[config.mk]
export PLATFORM = sky130hd
export DESIGN_NAME = intel_hex_record_parser_flat
export DESIGN_NICKNAME = d
export VERILOG_FILES = /design/src/hdl/ihex_pkg.sv /design/src/hdl/ihex_if.sv /design/src/hdl/ihex_front.sv /design/src/hdl/ihex_queue.sv /design/src/hdl/ihex_back.sv /design/src/hdl/intel_hex_record_parser.sv /design/src/flat_wrapper.sv
export SDC_FILE = /design/constraint.sdc
export NUM_CORES = 1
export LEC_CHECK = 0
export ABC_AREA = 1
export CAP_MARGIN = 5
export CORE_ASPECT_RATIO = 1.75
export CORE_MARGIN = 2
export CORE_UTILIZATION = 55
export DETAILED_ROUTE_END_ITERATION = 12
export DONT_BUFFER_PORTS = 1
export PLACE_DENSITY = 0.69
export SETUP_SLACK_MARGIN = 0.2
export SLEW_MARGIN = 20
export SYNTH_ARGS = -nofsm -noshare
export SYNTH_HDL_FRONTEND = slang
export SYNTH_HIERARCHICAL = 1
export SYNTH_SLANG_ARGS = --single-unit
[constraint.sdc]
create_clock -name clock -period 4.9 [get_ports clock]
set_input_delay 0.245 -clock clock [delete_from_list [all_inputs] [get_ports clock]]
set_output_delay 0.245 -clock clock [all_outputs]
set_load 0.01 [all_outputs]
[src/hdl/ihex_pkg.sv]
// ----------------------------------------------------------------------------
// Intel HEX parser package
// Shared types and constants for the Intel HEX record parser.
// ----------------------------------------------------------------------------
package ihex_pkg;

   localparam int QueuePtrWidth   = 2;
   localparam int QueueDepth      = 1 << QueuePtrWidth;
   localparam int QueueCountWidth = QueuePtrWidth + 1;

   localparam logic [1:0] KindData = 2'd0;
   localparam logic [1:0] KindOk   = 2'd1;
   localparam logic [1:0] KindErr  = 2'd2;

   localparam logic [7:0] MaxRecordType = 8'd5;

   typedef struct packed {
      logic       line_end;
      logic       is_hex;
      logic [3:0] nibble;
   } token_type;

   typedef struct packed {
      logic      valid;
      token_type token;
   } slot_type;

endpackage

[src/hdl/ihex_if.sv]
// ----------------------------------------------------------------------------
// Intel HEX parser channels
// Valid/ready channels for characters in and parse results out.
// ----------------------------------------------------------------------------
interface ihex_req_if;
   logic       valid;
   logic       ready;
   logic [7:0] ch;
   logic       line_end;

   modport source (output valid, output ch, output line_end, input ready);
   modport sink   (input valid, input ch, input line_end, output ready);
endinterface

interface ihex_rsp_if;
   logic        valid;
   logic        ready;
   logic [1:0]  kind;
   logic [7:0]  data_byte;
   logic [15:0] address;
   logic [7:0]  byte_count;
   logic [2:0]  record_type;

   modport source (output valid, output kind, output data_byte, output address,
                   output byte_count, output record_type, input ready);
   modport sink   (input valid, input kind, input data_byte, input address,
                   input byte_count, input record_type, output ready);
endinterface

[src/hdl/ihex_front.sv]
// ----------------------------------------------------------------------------
// Intel HEX parser front end
// Accepts characters and classifies each one as line end, hex digit or other.
// ----------------------------------------------------------------------------
module ihex_front
   import ihex_pkg::*;
(
   ihex_req_if.sink  req_if,
   input  logic      queue_full,
   output slot_type  push
);

   function automatic token_type classify(input logic [7:0] c, input logic le);
      token_type t;
      t.line_end = le;
      t.is_hex   = 1'b1;
      t.nibble   = 4'd0;
      if (c >= "0" && c <= "9") begin
         t.nibble = 4'(c - "0");
      end else if (c >= "A" && c <= "F") begin
         t.nibble = 4'(c - "A" + 8'd10);
      end else if (c >= "a" && c <= "f") begin
         t.nibble = 4'(c - "a" + 8'd10);
      end else begin
         t.is_hex = 1'b0;
      end
      return t;
   endfunction

   assign req_if.ready = !queue_full;
   assign push.valid   = req_if.valid && !queue_full;
   assign push.token   = classify(req_if.ch, req_if.line_end);

endmodule

[src/hdl/ihex_queue.sv]
// ----------------------------------------------------------------------------
// Intel HEX parser token queue
// Short FIFO of classified characters between the front and back ends.
// ----------------------------------------------------------------------------
module ihex_queue
   import ihex_pkg::*;
(
   input  logic     clock,
   input  logic     reset,
   input  slot_type push,
   output logic     full,
   output slot_type head,
   input  logic     pop
);

   token_type                  slot_ff [QueueDepth];
   logic [QueuePtrWidth-1:0]   wr_ptr_ff, wr_ptr_in;
   logic [QueuePtrWidth-1:0]   rd_ptr_ff, rd_ptr_in;
   logic [QueueCountWidth-1:0] count_ff, count_in;
   logic                       do_push;

   assign full       = (count_ff == QueueCountWidth'(QueueDepth));
   assign do_push    = push.valid && !full;
   assign head.valid = (count_ff != '0);
   assign head.token = slot_ff[rd_ptr_ff];

   always_comb begin
      wr_ptr_in = do_push ? wr_ptr_ff + 1'b1 : wr_ptr_ff;
      rd_ptr_in = pop ? rd_ptr_ff + 1'b1 : rd_ptr_ff;
      count_in  = count_ff;
      if (do_push && !pop) begin
         count_in = count_ff + 1'b1;
      end else if (!do_push && pop) begin
         count_in = count_ff - 1'b1;
      end
   end

   always_ff @(posedge clock) begin
      if (reset) begin
         wr_ptr_ff <= '0;
         rd_ptr_ff <= '0;
         count_ff  <= '0;
      end else begin
         wr_ptr_ff <= wr_ptr_in;
         rd_ptr_ff <= rd_ptr_in;
         count_ff  <= count_in;
      end
      if (do_push) begin
         slot_ff[wr_ptr_ff] <= push.token;
      end
   end

endmodule

[src/hdl/ihex_back.sv]
// ----------------------------------------------------------------------------
// Intel HEX parser back end
// Runs the record state machine on classified characters and registers results.
// ----------------------------------------------------------------------------
module ihex_back
   import ihex_pkg::*;
(
   input  logic      clock,
   input  logic      reset,
   input  slot_type  head,
   output logic      pop,
   ihex_rsp_if.source rsp_if
);

   typedef enum logic [2:0] {
      PhStart, PhCount, PhAddr, PhType, PhData, PhCsum, PhDone, PhErr
   } phase_type;

   phase_type   phase_ff, phase_in;
   logic [3:0]  high_ff, high_in;
   logic        pending_ff, pending_in;
   logic [7:0]  count_ff, count_in;
   logic [15:0] raddr_ff, raddr_in;
   logic [2:0]  rtype_ff, rtype_in;
   logic [7:0]  done_ff, done_in;
   logic [7:0]  sum_ff, sum_in;
   logic        aidx_ff, aidx_in;

   logic        valid_ff, valid_in;
   logic [1:0]  kind_ff;
   logic [7:0]  obyte_ff;
   logic [15:0] oaddr_ff;
   logic [7:0]  ocount_ff;
   logic [2:0]  otype_ff;

   logic        emit;
   logic [1:0]  emit_kind;
   logic [7:0]  emit_byte;
   logic [15:0] emit_addr;
   logic [7:0]  b;
   logic [7:0]  done_next;
   token_type   t;

   assign pop       = head.valid && (!valid_ff || rsp_if.ready);
   assign t         = head.token;
   assign b         = {high_ff, t.nibble};
   assign done_next = done_ff + 8'd1;

   always_comb begin
      phase_in   = phase_ff;
      high_in    = high_ff;
      pending_in = pending_ff;
      count_in   = count_ff;
      raddr_in   = raddr_ff;
      rtype_in   = rtype_ff;
      done_in    = done_ff;
      sum_in     = sum_ff;
      aidx_in    = aidx_ff;
      emit       = 1'b0;
      emit_kind  = KindErr;
      emit_byte  = 8'd0;
      emit_addr  = raddr_ff;
      if (pop) begin
         if (t.line_end) begin
            emit       = (phase_ff != PhDone) && (phase_ff != PhErr);
            phase_in   = PhStart;
            high_in    = 4'd0;
            pending_in = 1'b0;
            count_in   = 8'd0;
            raddr_in   = 16'd0;
            rtype_in   = 3'd0;
            done_in    = 8'd0;
            sum_in     = 8'd0;
            aidx_in    = 1'b0;
         end else if (phase_ff == PhDone || phase_ff == PhErr) begin
            phase_in = phase_ff;
         end else if (phase_ff == PhStart) begin
            phase_in = PhCount;
         end else if (!t.is_hex) begin
            emit     = 1'b1;
            phase_in = PhErr;
         end else if (!pending_ff) begin
            high_in    = t.nibble;
            pending_in = 1'b1;
         end else begin
            pending_in = 1'b0;
            case (phase_ff)
               PhCount: begin
                  count_in = b;
                  sum_in   = sum_ff + b;
                  phase_in = PhAddr;
               end
               PhAddr: begin
                  if (!aidx_ff) begin
                     raddr_in = {b, 8'd0};
                     aidx_in  = 1'b1;
                  end else begin
                     raddr_in = raddr_ff | {8'd0, b};
                     aidx_in  = 1'b0;
                     phase_in = PhType;
                  end
                  sum_in = sum_ff + b;
               end
               PhType: begin
                  if (b > MaxRecordType) begin
                     emit     = 1'b1;
                     phase_in = PhErr;
                  end else begin
                     rtype_in = b[2:0];
                     sum_in   = sum_ff + b;
                     phase_in = (count_ff == 8'd0) ? PhCsum : PhData;
                  end
               end
               PhData: begin
                  emit      = 1'b1;
                  emit_kind = KindData;
                  emit_byte = b;
                  emit_addr = raddr_ff + {8'd0, done_ff};
                  sum_in    = sum_ff + b;
                  done_in   = done_next;
                  if (done_next == count_ff) begin
                     phase_in = PhCsum;
                  end
               end
               PhCsum: begin
                  emit = 1'b1;
                  if ((~sum_ff + 8'd1) != b) begin
                     phase_in = PhErr;
                  end else begin
                     emit_kind = KindOk;
                     phase_in  = PhDone;
                  end
               end
               default: begin
                  phase_in = phase_ff;
               end
            endcase
         end
      end
      valid_in = emit || (valid_ff && !rsp_if.ready);
   end

   always_ff @(posedge clock) begin
      if (reset) begin
         phase_ff   <= PhStart;
         high_ff    <= 4'd0;
         pending_ff <= 1'b0;
         count_ff   <= 8'd0;
         raddr_ff   <= 16'd0;
         rtype_ff   <= 3'd0;
         done_ff    <= 8'd0;
         sum_ff     <= 8'd0;
         aidx_ff    <= 1'b0;
         valid_ff   <= 1'b0;
      end else begin
         phase_ff   <= phase_in;
         high_ff    <= high_in;
         pending_ff <= pending_in;
         count_ff   <= count_in;
         raddr_ff   <= raddr_in;
         rtype_ff   <= rtype_in;
         done_ff    <= done_in;
         sum_ff     <= sum_in;
         aidx_ff    <= aidx_in;
         valid_ff   <= valid_in;
      end
      if (emit) begin
         kind_ff   <= emit_kind;
         obyte_ff  <= emit_byte;
         oaddr_ff  <= emit_addr;
         ocount_ff <= count_ff;
         otype_ff  <= rtype_ff;
      end
   end

   assign rsp_if.valid       = valid_ff;
   assign rsp_if.kind        = kind_ff;
   assign rsp_if.data_byte   = obyte_ff;
   assign rsp_if.address     = oaddr_ff;
   assign rsp_if.byte_count  = ocount_ff;
   assign rsp_if.record_type = otype_ff;

endmodule

[src/hdl/intel_hex_record_parser.sv]
// A result is registered once the character that causes it has passed the token
// queue; the character enters the token queue when it is transferred, and the
// parser step registers the result when it pops that character from the queue.
// Throughput: one character per cycle while the result output is not stalled.
// Reset is synchronous; it empties the token queue, drops any pending result
// and returns the parser to the start-code phase with all fields cleared.
// ----------------------------------------------------------------------------
// Intel HEX record parser
// Parses one Intel HEX record per line, one ASCII character per transfer.
// ----------------------------------------------------------------------------
module intel_hex_record_parser
   import ihex_pkg::*;
(
   input  logic       clock,
   input  logic       reset,
   ihex_req_if.sink   req_if,
   ihex_rsp_if.source rsp_if
);

   slot_type push;
   slot_type head;
   logic     queue_full;
   logic     pop;

   ihex_front u_front (
      .req_if     (req_if),
      .queue_full (queue_full),
      .push       (push)
   );

   ihex_queue u_queue (
      .clock (clock),
      .reset (reset),
      .push  (push),
      .full  (queue_full),
      .head  (head),
      .pop   (pop)
   );

   ihex_back u_back (
      .clock  (clock),
      .reset  (reset),
      .head   (head),
      .pop    (pop),
      .rsp_if (rsp_if)
   );

   assert property (@(posedge clock) disable iff (reset)
      queue_full |-> !req_if.ready)
      else $error("character taken while the token queue is full");

   assert property (@(posedge clock) disable iff (reset)
      (rsp_if.valid && !rsp_if.ready) |-> !pop)
      else $error("parser stepped while a result is stalled");

   assert property (@(posedge clock) disable iff (reset)
      pop |-> head.valid)
      else $error("token popped from an empty queue");

   assert property (@(posedge clock) disable iff (reset)
      rsp_if.valid |-> (rsp_if.kind == KindData || rsp_if.kind == KindOk ||
                        rsp_if.kind == KindErr))
      else $error("result kind out of range");

   assert property (@(posedge clock)
      $past(reset) |-> !rsp_if.valid)
      else $error("result pending right after reset");

endmodule
[src/flat_wrapper.sv]
// flat-port wrapper written by rule: the top's interface ports become plain ports
module intel_hex_record_parser_flat import ihex_pkg::*;
  (clock, reset, req_if_valid, req_if_ch, req_if_line_end, req_if_ready, rsp_if_valid, rsp_if_kind, rsp_if_data_byte, rsp_if_address, rsp_if_byte_count, rsp_if_record_type, rsp_if_ready);
  ihex_req_if req_if_i ();
  ihex_rsp_if rsp_if_i ();
  input  logic clock;
  input  logic reset;
  input wire logic [$bits(req_if_i.valid)-1:0] req_if_valid;
  input wire logic [$bits(req_if_i.ch)-1:0] req_if_ch;
  input wire logic [$bits(req_if_i.line_end)-1:0] req_if_line_end;
  output wire logic [$bits(req_if_i.ready)-1:0] req_if_ready;
  output wire logic [$bits(rsp_if_i.valid)-1:0] rsp_if_valid;
  output wire logic [$bits(rsp_if_i.kind)-1:0] rsp_if_kind;
  output wire logic [$bits(rsp_if_i.data_byte)-1:0] rsp_if_data_byte;
  output wire logic [$bits(rsp_if_i.address)-1:0] rsp_if_address;
  output wire logic [$bits(rsp_if_i.byte_count)-1:0] rsp_if_byte_count;
  output wire logic [$bits(rsp_if_i.record_type)-1:0] rsp_if_record_type;
  input wire logic [$bits(rsp_if_i.ready)-1:0] rsp_if_ready;
  assign req_if_i.valid = req_if_valid;
  assign req_if_i.ch = req_if_ch;
  assign req_if_i.line_end = req_if_line_end;
  assign req_if_ready = req_if_i.ready;
  assign rsp_if_valid = rsp_if_i.valid;
  assign rsp_if_kind = rsp_if_i.kind;
  assign rsp_if_data_byte = rsp_if_i.data_byte;
  assign rsp_if_address = rsp_if_i.address;
  assign rsp_if_byte_count = rsp_if_i.byte_count;
  assign rsp_if_record_type = rsp_if_i.record_type;
  assign rsp_if_i.ready = rsp_if_ready;
  intel_hex_record_parser u_core (.clock(clock), .reset(reset), .req_if(req_if_i), .rsp_if(rsp_if_i));
endmodule
==> impl_metrics.tcl <==
set metrics [dict create \
    overflow 0 \
    dr.first_iter.drc_count 356 \
    fmax_ghz 0.3392 \
    rsz0062_at_grt "no" \
    fin_skew_ns 0.005822 \
    end_kind "flip-flop" \
    post-route-util_pct 62.20 \
    maxSlewViolCount 0 \
    coreArea_um2 11520 \
    setup_ws_ns 1.952 \
    grt_max_degree 38 \
    synth_seq_area_share_pct 47.29 \
    crit_required_ns 5.16 \
    cts_root_buf "clkbuf_16" \
    yosysWarnings 6 \
    syn_area_um2 6497 \
    fin_cells 948 \
    grtUsageMet2_pct 48.41 \
    routedWlPerCell_um 16.13 \
    drive_gt1_share_pct 8.979 \
    dieArea_um2 12730 \
    slowest_delay_ns 0.43 \
    crit_path_max_fanout 26 \
    clk_latency_ns 0.41 \
    die_x_um 86.16 \
    drc 0 \
    track_usage_pct 25.51 \
    ir_drop_mv 0.3948 \
    synth.avg_cell_area_um2 8.214 \
    vias 5417 \
    die_y_um 147.8 \
    portBuffers 0 \
    cts.sinks 123 \
    grt_util_met1_pct 24.17 \
    cp_top_family "simple AND/OR/NAND/NOR gates" \
    drtPass1Iterations 5 \
    synthTopCellsByArea "edfxtp_1 (28%), dfxtp_1 (19%), nand2_1 (9.8%)" \
    slew_headroom_pct 29.19 \
    path_clk_slew_ns 0.06 \
    synth_cells 791 \
    powerDensity_nw_per_um2 641.8 \
    finalPower_mw 4.597 \
    final.min_clock_period_ns 2.948 \
    period_share_pct 60.17 \
    min_from "reset" \
    max_cap_viol_count 0 \
    vias_per_cell 5.714 \
    cts_tree "done" \
    postRouteWirelength_mm 15.30 \
    syn-num-nets 834 \
    yosysTopAreaCellShare_pct 28.19 \
    clock_path_buffers 2 \
    post_cts_resized 0 \
    crit_buf_inv 3 \
    worst_slew_pin_slew_ns 1.059 \
    yosys.area.top_type "edfxtp_1" \
    synth.distinct_cells 47 \
    slowest_stage "dfxtp_1" \
    cts_max_level 4 \
    worstPathCellList "inv_2 > nor2_1 > o22ai_2 > buf_4 > inv_4 > nand2_1 > nand2_2 > nor2_4 > nand2_2 > a21oi_2 > nand2_1 > nand2_2 > o32ai_1" \
    grt_pass1_vias 5400 \
    place_inst 914 \
    placed_area_um2 6603 \
    pre_cts_ws_ns 2.018 \
    criticalPathCategory "reg2reg" \
    synth_top_flop_cell "dfxtp_1" \
    ys_async_sr_fraction_pct 0 \
    leakagePower_nw 3.046 \
    crit_path_frequent_cell "nand2_2" \
    hold_class "in2reg" \
    start_kind "flip-flop" \
    outcome "completed" \
    ant_nets 0 \
    grt_pass1_wl_mm 25.16 \
    finalSetupTns_ns 0 \
    hold_viol_final 0 \
    layout-area-overhead-vs-synth_pct 10.24 \
    cts_inserted_buffers 17 \
    rows 52 \
    synth_edf_count 61 \
    ys_top_cells_by_count "nand2_1 (170), inv_1 (102), nor2_1 (79)" \
    setup_viol 0 \
    ys_ff_latch 123 \
    nNetsFinal 843 \
    arrival_ns 3.20 \
    io_pins 52 \
    met3_usage_pct 4.802 \
    final_cell_area_um2 7163 \
    antenna_found_initial 0 \
    yosys.cell_count.top_type "nand2_1" \
    globalRoute.busiestLayer "met2" \
    whs_ns 0.07916 \
    post-dp-hpwl_mm 11.47 \
    initial_core_util_pct 56.42 \
    n_antenna_cell 0 \
    place_congestion 0.8974 \
]
worst paths after layout:
| path | endpoint | slack [ns] | cells past startpoint |
|---|---|---|---|
| worst max-delay path | u_core/u_back/raddr_ff[12] | 1.95 | 13 |
| worst min-delay path | u_core/u_queue/count_ff[2] | 0.08 | 3 |
| worst max register to register | u_core/u_back/raddr_ff[12] | 1.95 | 13 |
| worst min register to register | u_core/u_back/rsp_if.record_type[2] | 0.43 | 0 |
worst min-delay path, stage by stage:
cell and delay (ns):
inv_1 0.08, nand2_1 0.09, nor2_1 0.03
where the power goes:
part	internal, mW	total [mW]	switching [mW]
clock network	0.655	1.13	0.473
logic	0.497	1.68	1.18
registers	1.49	1.79	0.300
metal layers:
metal	vias up	wire length, um
met5	-	0
met3	65	527
li1	2663	-
met1	2527	5260
met2	162	8643
met4	0	864
final cells by class:
cell class | instances | area (um^2)
multi-input cells | 541 | 2915
flip-flops and latches | 123 | 3073
fillers | 1040 | 4353
well taps | 135 | 168.9
repair buffers | 5 | 42.54
inverters | 112 | 422.9
clock inverters | 14 | 111.4
clock buffers | 18 | 429.2
registers in the layout, summed over array words and instances, names as in the netlist, 3 cells and up, named ones only:
signal and flops:
u_core/u_queue/slot_ff 24, u_core/u_back/raddr_ff 16, u_core/u_back/rsp_if.address 16, u_core/u_back/count_ff 8
u_core/u_back/done_ff 8, u_core/u_back/rsp_if.byte_count 8, u_core/u_back/rsp_if.data_byte 8, u_core/u_back/sum_ff 8
u_core/u_back/high_ff 4, u_core/u_back/phase_ff 3, u_core/u_back/rsp_if.record_type 3, u_core/u_back/rtype_ff 3
u_core/u_queue/count_ff 3
cell families (layout without fill, tap and decap cells):
| kind of cell | after synthesis | after routing | share of synthesized area, % |
|---|---|---|---|
| xor gates and xnor gates | 18 | 18 | 2.426 |
| and+or+nand+nor | 356 | 356 | 24.15 |
| adders and majority gates | 30 | 30 | 6.124 |
| DFF | 123 | 123 | 47.29 |
| AOI/OAI and AO/OA | 137 | 137 | 12.07 |
| buffers and inverters | 127 | 149 | 7.934 |
layout by cell type (no fill, tap or decap), types with 3 or more instances in the layout:
| cell type | Yosys | routed |
|---|---|---|
| nand2_1 | 170 | 170 |
| inv_1 | 102 | 102 |
| nor2_1 | 79 | 79 |
| dfxtp_1 | 62 | 62 |
| edfxtp_1 | 61 | 61 |
| a21oi_1 | 60 | 60 |
| nand3_1 | 50 | 50 |
| o21ai_0 | 36 | 36 |
| ha_1 | 27 | 27 |
| clkbuf_16 | 0 | 17 |
| xor2_1 | 16 | 16 |
| nor3_1 | 13 | 13 |
| nand4_1 | 11 | 11 |
| o22ai_1 | 12 | 11 |
| o21ai_1 | 11 | 11 |
| inv_2 | 9 | 9 |
| nand2_2 | 9 | 9 |
| nor4_1 | 6 | 6 |
| inv_6 | 0 | 5 |
| nor2_2 | 4 | 4 |
| nand3b_1 | 4 | 4 |
| clkinv_4 | 0 | 3 |
| clkinv_2 | 0 | 3 |
| fa_1 | 3 | 3 |
| buf_4 | 5 | 3 |
timing repair:
| item | CTS | global route |
|---|---|---|
| hold buffers | 2 | 0 |
| endpoints found under the setup margin | 0 | 0 |
| hold endpoints to repair | 26 | 0 |
| setup buffers | 0 | 0 |
No activity file was read; power rests on OpenSTA's default activity.
